**src/bcs_pkg.sv**
```systemverilog
`timescale 1ns / 1ps
// ----------------------------------------------------------------------------
// Boundary cluster stitcher package
// Cluster layout, configuration type, register indexes and reset values.
// ----------------------------------------------------------------------------
package bcs_pkg;

  localparam int SIDE_SLOTS = 3;
  localparam int NUM_PAIRS  = SIDE_SLOTS * SIDE_SLOTS;

  localparam int CLUSTER_W = 42;
  localparam int ENERGY_W  = 12;
  localparam int ET_W      = 10;
  localparam int COORD_W   = 5;
  localparam int CFG_IDX_W = 2;

  localparam logic [CFG_IDX_W-1:0] REG_LOW_EDGE_ETA  = 2'd0;
  localparam logic [CFG_IDX_W-1:0] REG_HIGH_EDGE_ETA = 2'd1;
  localparam logic [CFG_IDX_W-1:0] REG_MAX_PHI_GAP   = 2'd2;

  localparam logic [COORD_W-1:0] LOW_EDGE_ETA_RST  = 5'd24;
  localparam logic [COORD_W-1:0] HIGH_EDGE_ETA_RST = 5'd0;
  localparam logic [COORD_W-1:0] MAX_PHI_GAP_RST   = 5'd2;

  typedef struct packed {
    logic [COORD_W-1:0]  eta;
    logic [COORD_W-1:0]  phi;
    logic [ET_W-1:0]     et2x5;
    logic [ET_W-1:0]     et5x5;
    logic [ENERGY_W-1:0] energy;
  } cluster_t;

  typedef struct packed {
    logic [COORD_W-1:0] low_edge_eta;
    logic [COORD_W-1:0] high_edge_eta;
    logic [COORD_W-1:0] max_phi_gap;
  } stitch_cfg_t;

endpackage

```
**src/bcs_pair_stitch.sv**
```systemverilog
`timescale 1ns / 1ps
// ----------------------------------------------------------------------------
// Boundary cluster pair stitch
// Merges a lower/higher pair when both sit on the edge and phi is close; the
// higher-energy one (lower on a tie) takes the sums, the other loses energy.
// ----------------------------------------------------------------------------
module bcs_pair_stitch (
  input  bcs_pkg::stitch_cfg_t cfg,
  input  bcs_pkg::cluster_t    lo_in,
  input  bcs_pkg::cluster_t    hi_in,
  output bcs_pkg::cluster_t    lo_out,
  output bcs_pkg::cluster_t    hi_out
);

  logic [bcs_pkg::COORD_W-1:0]  gap;
  logic                         hit;
  logic                         hi_wins;
  logic [bcs_pkg::ENERGY_W-1:0] esum;
  logic [bcs_pkg::ET_W-1:0]     s5;
  logic [bcs_pkg::ET_W-1:0]     s2;

  assign gap = (lo_in.phi >= hi_in.phi) ? (lo_in.phi - hi_in.phi)
                                        : (hi_in.phi - lo_in.phi);
  assign hit = (lo_in.eta == cfg.low_edge_eta) && (hi_in.eta == cfg.high_edge_eta) &&
               (gap <= cfg.max_phi_gap);
  assign hi_wins = hi_in.energy > lo_in.energy;

  // sums wrap at field width
  assign esum = lo_in.energy + hi_in.energy;
  assign s5   = lo_in.et5x5 + hi_in.et5x5;
  assign s2   = lo_in.et2x5 + hi_in.et2x5;

  always_comb begin
    lo_out = lo_in;
    hi_out = hi_in;
    if (hit) begin
      if (hi_wins) begin
        hi_out.energy = esum;
        hi_out.et5x5  = s5;
        hi_out.et2x5  = s2;
        lo_out.energy = '0;
      end else begin
        lo_out.energy = esum;
        lo_out.et5x5  = s5;
        lo_out.et2x5  = s2;
        hi_out.energy = '0;
      end
    end
  end

endmodule

```
**src/boundary_cluster_stitcher_core.sv**
```systemverilog
`timescale 1ns / 1ps
// ----------------------------------------------------------------------------
// Boundary cluster stitcher core
// Stitches clusters split across a region border, one transaction per cycle.
// ----------------------------------------------------------------------------
// Pipeline: an accepted transaction passes the input register, then the result
//   register around a chain of up to nine pair stitch units, and done pulses.
// Throughput: one transaction per cycle; busy is high only during reset.
// Each result shows for one cycle on done; the receiver cannot stall.
// Reset clears the pipeline valid bits and loads the edge registers with
//   eta 24 / eta 0 / phi gap 2.
module boundary_cluster_stitcher_core #(
  parameter int EDGE_CLUSTERS = 3
) (
  input  logic                             clk,
  input  logic                             rst,
  input  logic                             start,
  output logic                             busy,
  output logic                             done,
  input  logic                             cfg_write,
  input  logic [bcs_pkg::CFG_IDX_W-1:0]    cfg_index,
  input  logic [bcs_pkg::COORD_W-1:0]      cfg_data,
  input  logic [bcs_pkg::CLUSTER_W-1:0]    low_cluster_a,
  input  logic [bcs_pkg::CLUSTER_W-1:0]    low_cluster_b,
  input  logic [bcs_pkg::CLUSTER_W-1:0]    low_cluster_c,
  input  logic [bcs_pkg::CLUSTER_W-1:0]    high_cluster_a,
  input  logic [bcs_pkg::CLUSTER_W-1:0]    high_cluster_b,
  input  logic [bcs_pkg::CLUSTER_W-1:0]    high_cluster_c,
  output logic [bcs_pkg::CLUSTER_W-1:0]    merged_low_a,
  output logic [bcs_pkg::CLUSTER_W-1:0]    merged_low_b,
  output logic [bcs_pkg::CLUSTER_W-1:0]    merged_low_c,
  output logic [bcs_pkg::CLUSTER_W-1:0]    merged_high_a,
  output logic [bcs_pkg::CLUSTER_W-1:0]    merged_high_b,
  output logic [bcs_pkg::CLUSTER_W-1:0]    merged_high_c
);

  localparam int SLOTS  = bcs_pkg::SIDE_SLOTS;
  localparam int NPAIRS = bcs_pkg::NUM_PAIRS;
  localparam int ACTIVE = (EDGE_CLUSTERS > SLOTS) ? SLOTS : EDGE_CLUSTERS;

  bcs_pkg::stitch_cfg_t cfg;
  logic                 in_valid;
  bcs_pkg::cluster_t    lo_q  [SLOTS];
  bcs_pkg::cluster_t    hi_q  [SLOTS];
  bcs_pkg::cluster_t    lo_ch [NPAIRS+1][SLOTS];
  bcs_pkg::cluster_t    hi_ch [NPAIRS+1][SLOTS];
  bcs_pkg::cluster_t    lo_res [SLOTS];
  bcs_pkg::cluster_t    hi_res [SLOTS];
  logic                 accept;

  assign busy   = rst;
  assign accept = start && !busy;

  // Edge registers
  always_ff @(posedge clk) begin
    if (rst) begin
      cfg.low_edge_eta  <= bcs_pkg::LOW_EDGE_ETA_RST;
      cfg.high_edge_eta <= bcs_pkg::HIGH_EDGE_ETA_RST;
      cfg.max_phi_gap   <= bcs_pkg::MAX_PHI_GAP_RST;
    end else if (cfg_write) begin
      case (cfg_index)
        bcs_pkg::REG_LOW_EDGE_ETA:  cfg.low_edge_eta  <= cfg_data;
        bcs_pkg::REG_HIGH_EDGE_ETA: cfg.high_edge_eta <= cfg_data;
        bcs_pkg::REG_MAX_PHI_GAP:   cfg.max_phi_gap   <= cfg_data;
        default: ;  // drop writes beyond the register list
      endcase
    end
  end

  // Input register
  always_ff @(posedge clk) begin
    if (rst) begin
      in_valid <= 1'b0;
    end else begin
      in_valid <= accept;
    end
  end

  always_ff @(posedge clk) begin
    if (accept) begin
      lo_q[0] <= bcs_pkg::cluster_t'(low_cluster_a);
      lo_q[1] <= bcs_pkg::cluster_t'(low_cluster_b);
      lo_q[2] <= bcs_pkg::cluster_t'(low_cluster_c);
      hi_q[0] <= bcs_pkg::cluster_t'(high_cluster_a);
      hi_q[1] <= bcs_pkg::cluster_t'(high_cluster_b);
      hi_q[2] <= bcs_pkg::cluster_t'(high_cluster_c);
    end
  end

  // Pair chain: lower index outer, higher index inner
  genvar s, k;
  generate
    for (s = 0; s < SLOTS; s++) begin : g_head
      assign lo_ch[0][s] = lo_q[s];
      assign hi_ch[0][s] = hi_q[s];
    end

    for (k = 0; k < NPAIRS; k++) begin : g_pair
      localparam int J = k / SLOTS;
      localparam int I = k % SLOTS;
      for (s = 0; s < SLOTS; s++) begin : g_pass
        if (s != J) begin : g_lo
          assign lo_ch[k+1][s] = lo_ch[k][s];
        end
        if (s != I) begin : g_hi
          assign hi_ch[k+1][s] = hi_ch[k][s];
        end
      end
      if (J < ACTIVE && I < ACTIVE) begin : g_unit
        bcs_pair_stitch u_stitch (
          .cfg    (cfg),
          .lo_in  (lo_ch[k][J]),
          .hi_in  (hi_ch[k][I]),
          .lo_out (lo_ch[k+1][J]),
          .hi_out (hi_ch[k+1][I])
        );
      end else begin : g_skip
        assign lo_ch[k+1][J] = lo_ch[k][J];
        assign hi_ch[k+1][I] = hi_ch[k][I];
      end
    end
  endgenerate

  // Result register
  always_ff @(posedge clk) begin
    if (rst) begin
      done <= 1'b0;
    end else begin
      done <= in_valid;
    end
  end

  always_ff @(posedge clk) begin
    if (in_valid) begin
      for (int n = 0; n < SLOTS; n++) begin
        lo_res[n] <= lo_ch[NPAIRS][n];
        hi_res[n] <= hi_ch[NPAIRS][n];
      end
    end
  end

  assign merged_low_a  = lo_res[0];
  assign merged_low_b  = lo_res[1];
  assign merged_low_c  = lo_res[2];
  assign merged_high_a = hi_res[0];
  assign merged_high_b = hi_res[1];
  assign merged_high_c = hi_res[2];

endmodule

```
**config.mk**
```make
export PLATFORM = sky130hd
export DESIGN_NAME = boundary_cluster_stitcher_core
export DESIGN_NICKNAME = d
export VERILOG_FILES = /design/src/bcs_pkg.sv /design/src/bcs_pair_stitch.sv /design/src/boundary_cluster_stitcher_core.sv
export SDC_FILE = /design/constraint.sdc
export NUM_CORES = 2
export LEC_CHECK = 0
export BUFFER_PORTS_ARGS = -buffer_cell sky130_fd_sc_hd__buf_4
export CAP_MARGIN = 20
export CORE_ASPECT_RATIO = 0.7
export CORE_UTILIZATION = 42
export DETAILED_ROUTE_END_ITERATION = 8
export GPL_TIMING_DRIVEN = 1
export PLACE_DENSITY = 0.7
export SETUP_SLACK_MARGIN = 0.1
export SYNTH_ARGS = -nofsm -noshare
export SYNTH_HDL_FRONTEND = slang
export SYNTH_HIERARCHICAL = 1
export SYNTH_SLANG_ARGS = --single-unit
```
**constraint.sdc**
```tcl
create_clock -name clk -period 40.4 [get_ports clk]
set_clock_uncertainty 0.15 [all_clocks]
set_input_delay 8.08 -clock clk [delete_from_list [all_inputs] [get_ports clk]]
set_output_delay 8.08 -clock clk [all_outputs]
set_load 0.01 [all_outputs]
```
; After elaboration in Yosys (flattened, before gate mapping)
; Memory sizes are Yosys's and may differ from the RTL's.
; Cells that the tools add are included.
[totals]
ff_bits = 17
ram_bits = 504
inputBits = 263
out_inout_bits = 254
elab_cells = 180
n_memories = 4
[memory_table]
columns = memory, words, word_bits, rd, rd_ports_with_merged_regs, write_ports, line_no
row1 = hi_q, 3, 42, 3, 0, 3, boundary_cluster_stitcher_core.sv:44  ; bcs_pkg::cluster_t hi_q [SLOTS];
row2 = hi_res, 3, 42, 3, 0, 3, boundary_cluster_stitcher_core.sv:48  ; bcs_pkg::cluster_t hi_res [SLOTS];
row3 = lo_q, 3, 42, 3, 0, 3, boundary_cluster_stitcher_core.sv:43  ; bcs_pkg::cluster_t lo_q [SLOTS];
row4 = lo_res, 3, 42, 3, 0, 3, boundary_cluster_stitcher_core.sv:47  ; bcs_pkg::cluster_t lo_res [SLOTS];
[op_classes]
n_addsub = 45
order_cmp = 27
n_eq_ne = 8
n_mux = 67
reduce_logical = 24
[ops]
columns = cell, n
row1 = $mux W32, 18
row2 = $mux W20, 18
row3 = $mux W12, 18
row4 = $add A10 B10 Y10, 18
row5 = $add A12 B12 Y12, 9
row6 = $gt A12 B12 Y1, 9
row7 = $sub A5 B5 Y5, 18
row8 = $ge A5 B5 Y1, 9
row9 = $le A5 B5 Y1, 9
row10 = $mux W5, 9
row11 = $eq A5 B5 Y1, 6
row12 = $logic_and A1 B1 Y1, 19
row13 = $reduce_and A2 Y1, 3
row14 = $mux W1, 4
row15 = $eq A2 B1 Y1 const B, 1
row16 = $eq A2 B2 Y1 const B, 1
row17 = $logic_not A2 Y1, 1
row18 = $logic_not A1 Y1, 1

; Depth between registers and ports, before layout
[depth]
ltp_word = 17
depth_mapped = 57

; Cells and area by module
; Netlist, hierarchy kept.
[by_module_without_submodules]
columns = mod, n_inst, cells_per_inst, area_each_um2, seq_area_each_um2
row1 = bcs_pair_stitch (g_pair[0].g_unit.u_stitch ...), 6, 402, 3047.9, 0.0
row2 = boundary_cluster_stitcher_core, 1, 570, 15833.9, 15474.8
row3 = bcs_pair_stitch (g_pair[8].g_unit.u_stitch), 1, 403, 3120.5, 0.0
row4 = bcs_pair_stitch (g_pair[7].g_unit.u_stitch), 1, 404, 3101.7, 0.0
row5 = bcs_pair_stitch (g_pair[6].g_unit.u_stitch), 1, 401, 3064.2, 0.0

; Worst setup path before layout
; OpenSTA, ideal clock, no wires.
[synth_timing]
path_type = input to register
startpoint = input port rst
endpoint = memory hi_q[0][0] (netlist name) (enable)
arrival_time_ns = 19.358
slack_ns = 19.992
path_stages = 2
path_buffers = 1
path_cell_list = buf_2 nor2b_1
[synth_lines]
columns = element, line_no
row1 = start: declaration, boundary_cluster_stitcher_core.sv:16  ; input logic rst,
row2 = end: declaration, boundary_cluster_stitcher_core.sv:44

; Final worst setup path
[layout_timing]
startpoint = input port rst
endpoint = output port busy
[layout_lines]
columns = element, line_no
row1 = end: declaration, boundary_cluster_stitcher_core.sv:18  ; output logic busy,
; No word-level cell between the ends.

==> results.md <==
* Status: completed
* Post-DP HPWL at around 110000 um
* Worst R2R Path Depth at 47
* Sequential fraction of the synthesis area at 35.6%
* Worst R2R Setup Slack at between 20 and 25 ns
* Layout Utilization at about 48%
* Crit end category: primary output
* CTS Buf Count at 57
* Switching share of power at between 30% and 40%
* Fin crit period at around 17 ns
* Port Buf Inserts at around 520
* Initial antenna violation count at 14
* Async SR Flop Fraction at 0%
* R2R Path End: lo_res[0][103]
* Cell mode on critical path: buf_4
* Pin count of the biggest net entering global routing at 144
* # setup viols final at 0
* Buffer depth of the longest clock path at 3
* Cell variety after synth at between 70 and 80
* FP Rows at 98
* Leakage Power at 20.9 nW
* Post-CTS Setup Bufs at 0
* CP max stage cell: buf_4
* Area Overhead vs Synth at 13.2%
* Peak supply drop at approximately 28 uV
* Critical Path RT at about 32 ns
* FF+latch count, synth at 521
* Clk root buf: clkbuf_16
* First-pass GRT wire length at ~190000 um
* Clock Power Share at between 30% and 40%
* Pre-antenna DRT Iters at 5
* Post-synth top flop: edfxtp_1
* Vias in the first global route at between 30000 and 40000
* Total GRT Usage at around a quarter
* Seq pwr share at between 30% and 40%
* Hold_buf cts at 0
* Routed len/inst at approximately 23 um
* Initial drt markers at about 3300
* Die area at 0.105 sq mm
* CP Class: in2out
* Share of cells above drive strength 1 at 22.5%
* Cell chain of the critical path: buf_4, buf_4
* Post-DR vias/cell at ~5.6
* Mapped Cells at about 4200
* M3 GR Usage at ~4.7%
* Int Power at around 1.2 mW
* Synthesized cell area at around 0.043 sq mm
* Crit. path cell count at 2
* CTS Sinks at about 520
* Worst path top cell family by delay: buffers and inverters
* Startpoint types: primary input
* Io pins at 517
* Crit path DAT at 8.48 ns
* DRC at 0
* Max Fclk at ~60 MHz
* Commonest cells after routing, fill and taps aside: buf_4 (540), edfxtp_1 (504), ha_1 (495)
* WL final at 134000 um
* Tcrit/Tclk final at approximately two fifths
* Power Dens Cells at ~35 mW/mm^2
* Largest stage delay, worst path at between 0.2 and 0.25 ns
* Chip Width at around 390 um
* RSZ-0062 raised after global routing: false
* Comb power frac at 29.8%
* Slew Limit Fails at 0
* Min-Delay Path Class: reg2reg
* Max H-tree Level at 2
* Core ar. at roughly 0.1 sq mm
* Worst skew pair latency at ~0.66 ns
* Most common cell after layout, fill and taps aside: buf_4
* Routed via count at approximately 33000
* YS warnings at 6
* Initial Util at approximately 42%
* Grt met2 use at ~36%
* Worst Max-Slew Pin Slew at about 1.1 ns
* Syn Nets at 4993
* NetSw at 0.557 mW
* Reg clk slew, reported paths at 0.06 ns
* Gr ovfl total at 0
* FF-to-FF Start: lo_q[0][33]
* Routability cong. at between 0.9 and 1
* Met1 usage at approximately 37%
* Post-synthesis average cell area at between 10 and 15 sq um
* Final hold violation count at 0
* Fillers at a little over 9000
* Post-CTS sizing at 0
* Max cap viols at 0
* Global route hottest layer: met1
* Setup TNS at 0 ns
* Worst Setup EP: busy
* EDFF count, synth at ~500
* Max Fanout on Critical Path at 27
* Final antenna-violating net count at 0
* Worst relative slew slack at between 20% and 30%
* Crit path from: rst
* WP buf/inv at 2
* CTS tree: done
* Die H at 271 um
* Fin nets at ~5300
## state kept, by name (all words and copies together) (netlist names)
| name | cells |
|---|---|
| hi_q | 126 |
| hi_res | 126 |
| lo_q | 126 |
| lo_res | 126 |
| cfg | 15 |
| done | 1 |
| in_valid | 1 |
## per-layer routing
layer	up-vias	wire [um]
met5	-	17
met4	2	3720
met3	160	12500
met2	1352	56400
met1	15900	61500
li1	15500	-
## cell families after synthesis
kind of cell	count (synthesis)	synth area share, %
compound gates	861	13.1
simple gates	831	9.54
buf+inv	696	8.22
fa+ha+maj	540	16.3
flops	521	35.6
mux	393	10.1
xor+xnor	348	7.02
## power by group through the flow
| stage | Sequential (mW) | Combinational, mW | Clock (mW) |
|---|---|---|---|
| final | 0.668 | 0.515 | 0.543 |
| after global routing | 0.672 | 0.565 | 0.576 |
| after CTS | 0.668 | 0.507 | 0.554 |
| after detailed placement | 0.679 | 0.503 | 0 |
| after global placement | 0.679 | 0.491 | 0 |
| after floorplan | 0.682 | 0.360 | 0 |
## cells in the mapped netlist (14+ instances only)
library cell,number,share of area [%]
a21o_1,90,1.6
nand3_1,67,0.77
nand2b_1,43,0.62
a21oi_1,183,2.1
mux2i_1,60,1.4
buf_6,19,0.49
xnor2_1,270,5.4
a211oi_1,25,0.43
and2_1,19,0.27
o21bai_1,37,0.64
fa_1,45,2.1
xor2_1,78,1.6
nor3_1,51,0.59
buf_4,196,3.4
buf_2,35,0.40
o21ai_0,245,2.8
dfxtp_1,17,0.78
nor4_1,25,0.36
inv_1,402,3.5
a22o_1,60,1.2
edfxtp_1,504,35
o211ai_1,41,0.71
mux2_1,21,0.54
a21boi_0,18,0.31
a221oi_1,16,0.32
a311oi_1,15,0.30
ha_1,495,14
nand4_1,59,0.85
nor2b_1,87,1.3
clkbuf_1,26,0.22
clkbuf_2,14,0.16
nor2_1,174,1.5
o21ai_1,19,0.22
mux2_2,300,7.8
a2111oi_0,16,0.32
nand2_1,239,2.1
## how the worst min path moves through the flow
stage	to	cells past startpoint	from
after detailed placement	hi_res[0][78]	0	hi_q[0][78]
final	hi_res[0][78]	0	hi_q[0][78]
after global routing	hi_res[0][78]	0	hi_q[0][78]
after global placement	hi_res[0][78]	0	hi_q[0][78]
after CTS	hi_res[0][78]	0	hi_q[0][78]
after floorplan	cfg[3]	2	cfg[3]
## layout make-up
cell class | count | area [sq um] | area share [%]
well taps | 1350 | 1690 | 3.44
clock inverters | 45 | 455 | 0.927
diodes | 11 | 27.5 | 0.0560
inverters | 405 | 1520 | 3.09
repair buffers | 543 | 4090 | 8.33
clock buffers | 62 | 1470 | 2.98
multi-input cells | 2973 | 24400 | 49.7
flip-flops and latches | 521 | 15500 | 31.5
## metrics by stage
stage	std cells	cell area, sq um	total power, mW	hold slack [ns]	setup slack, ns
after floorplan	4190	43400	1.04	0.395	19.99
after global placement	5790	47200	1.17	0.388	23.69
after detailed placement	5790	47200	1.18	0.391	23.69
after CTS	5897	49100	1.73	0.406	23.69
after global routing	5910	49100	1.81	0.416	23.65
final	5910	49100	1.73	0.405	23.69
Note: power is estimated with default switching activity, not from simulation.
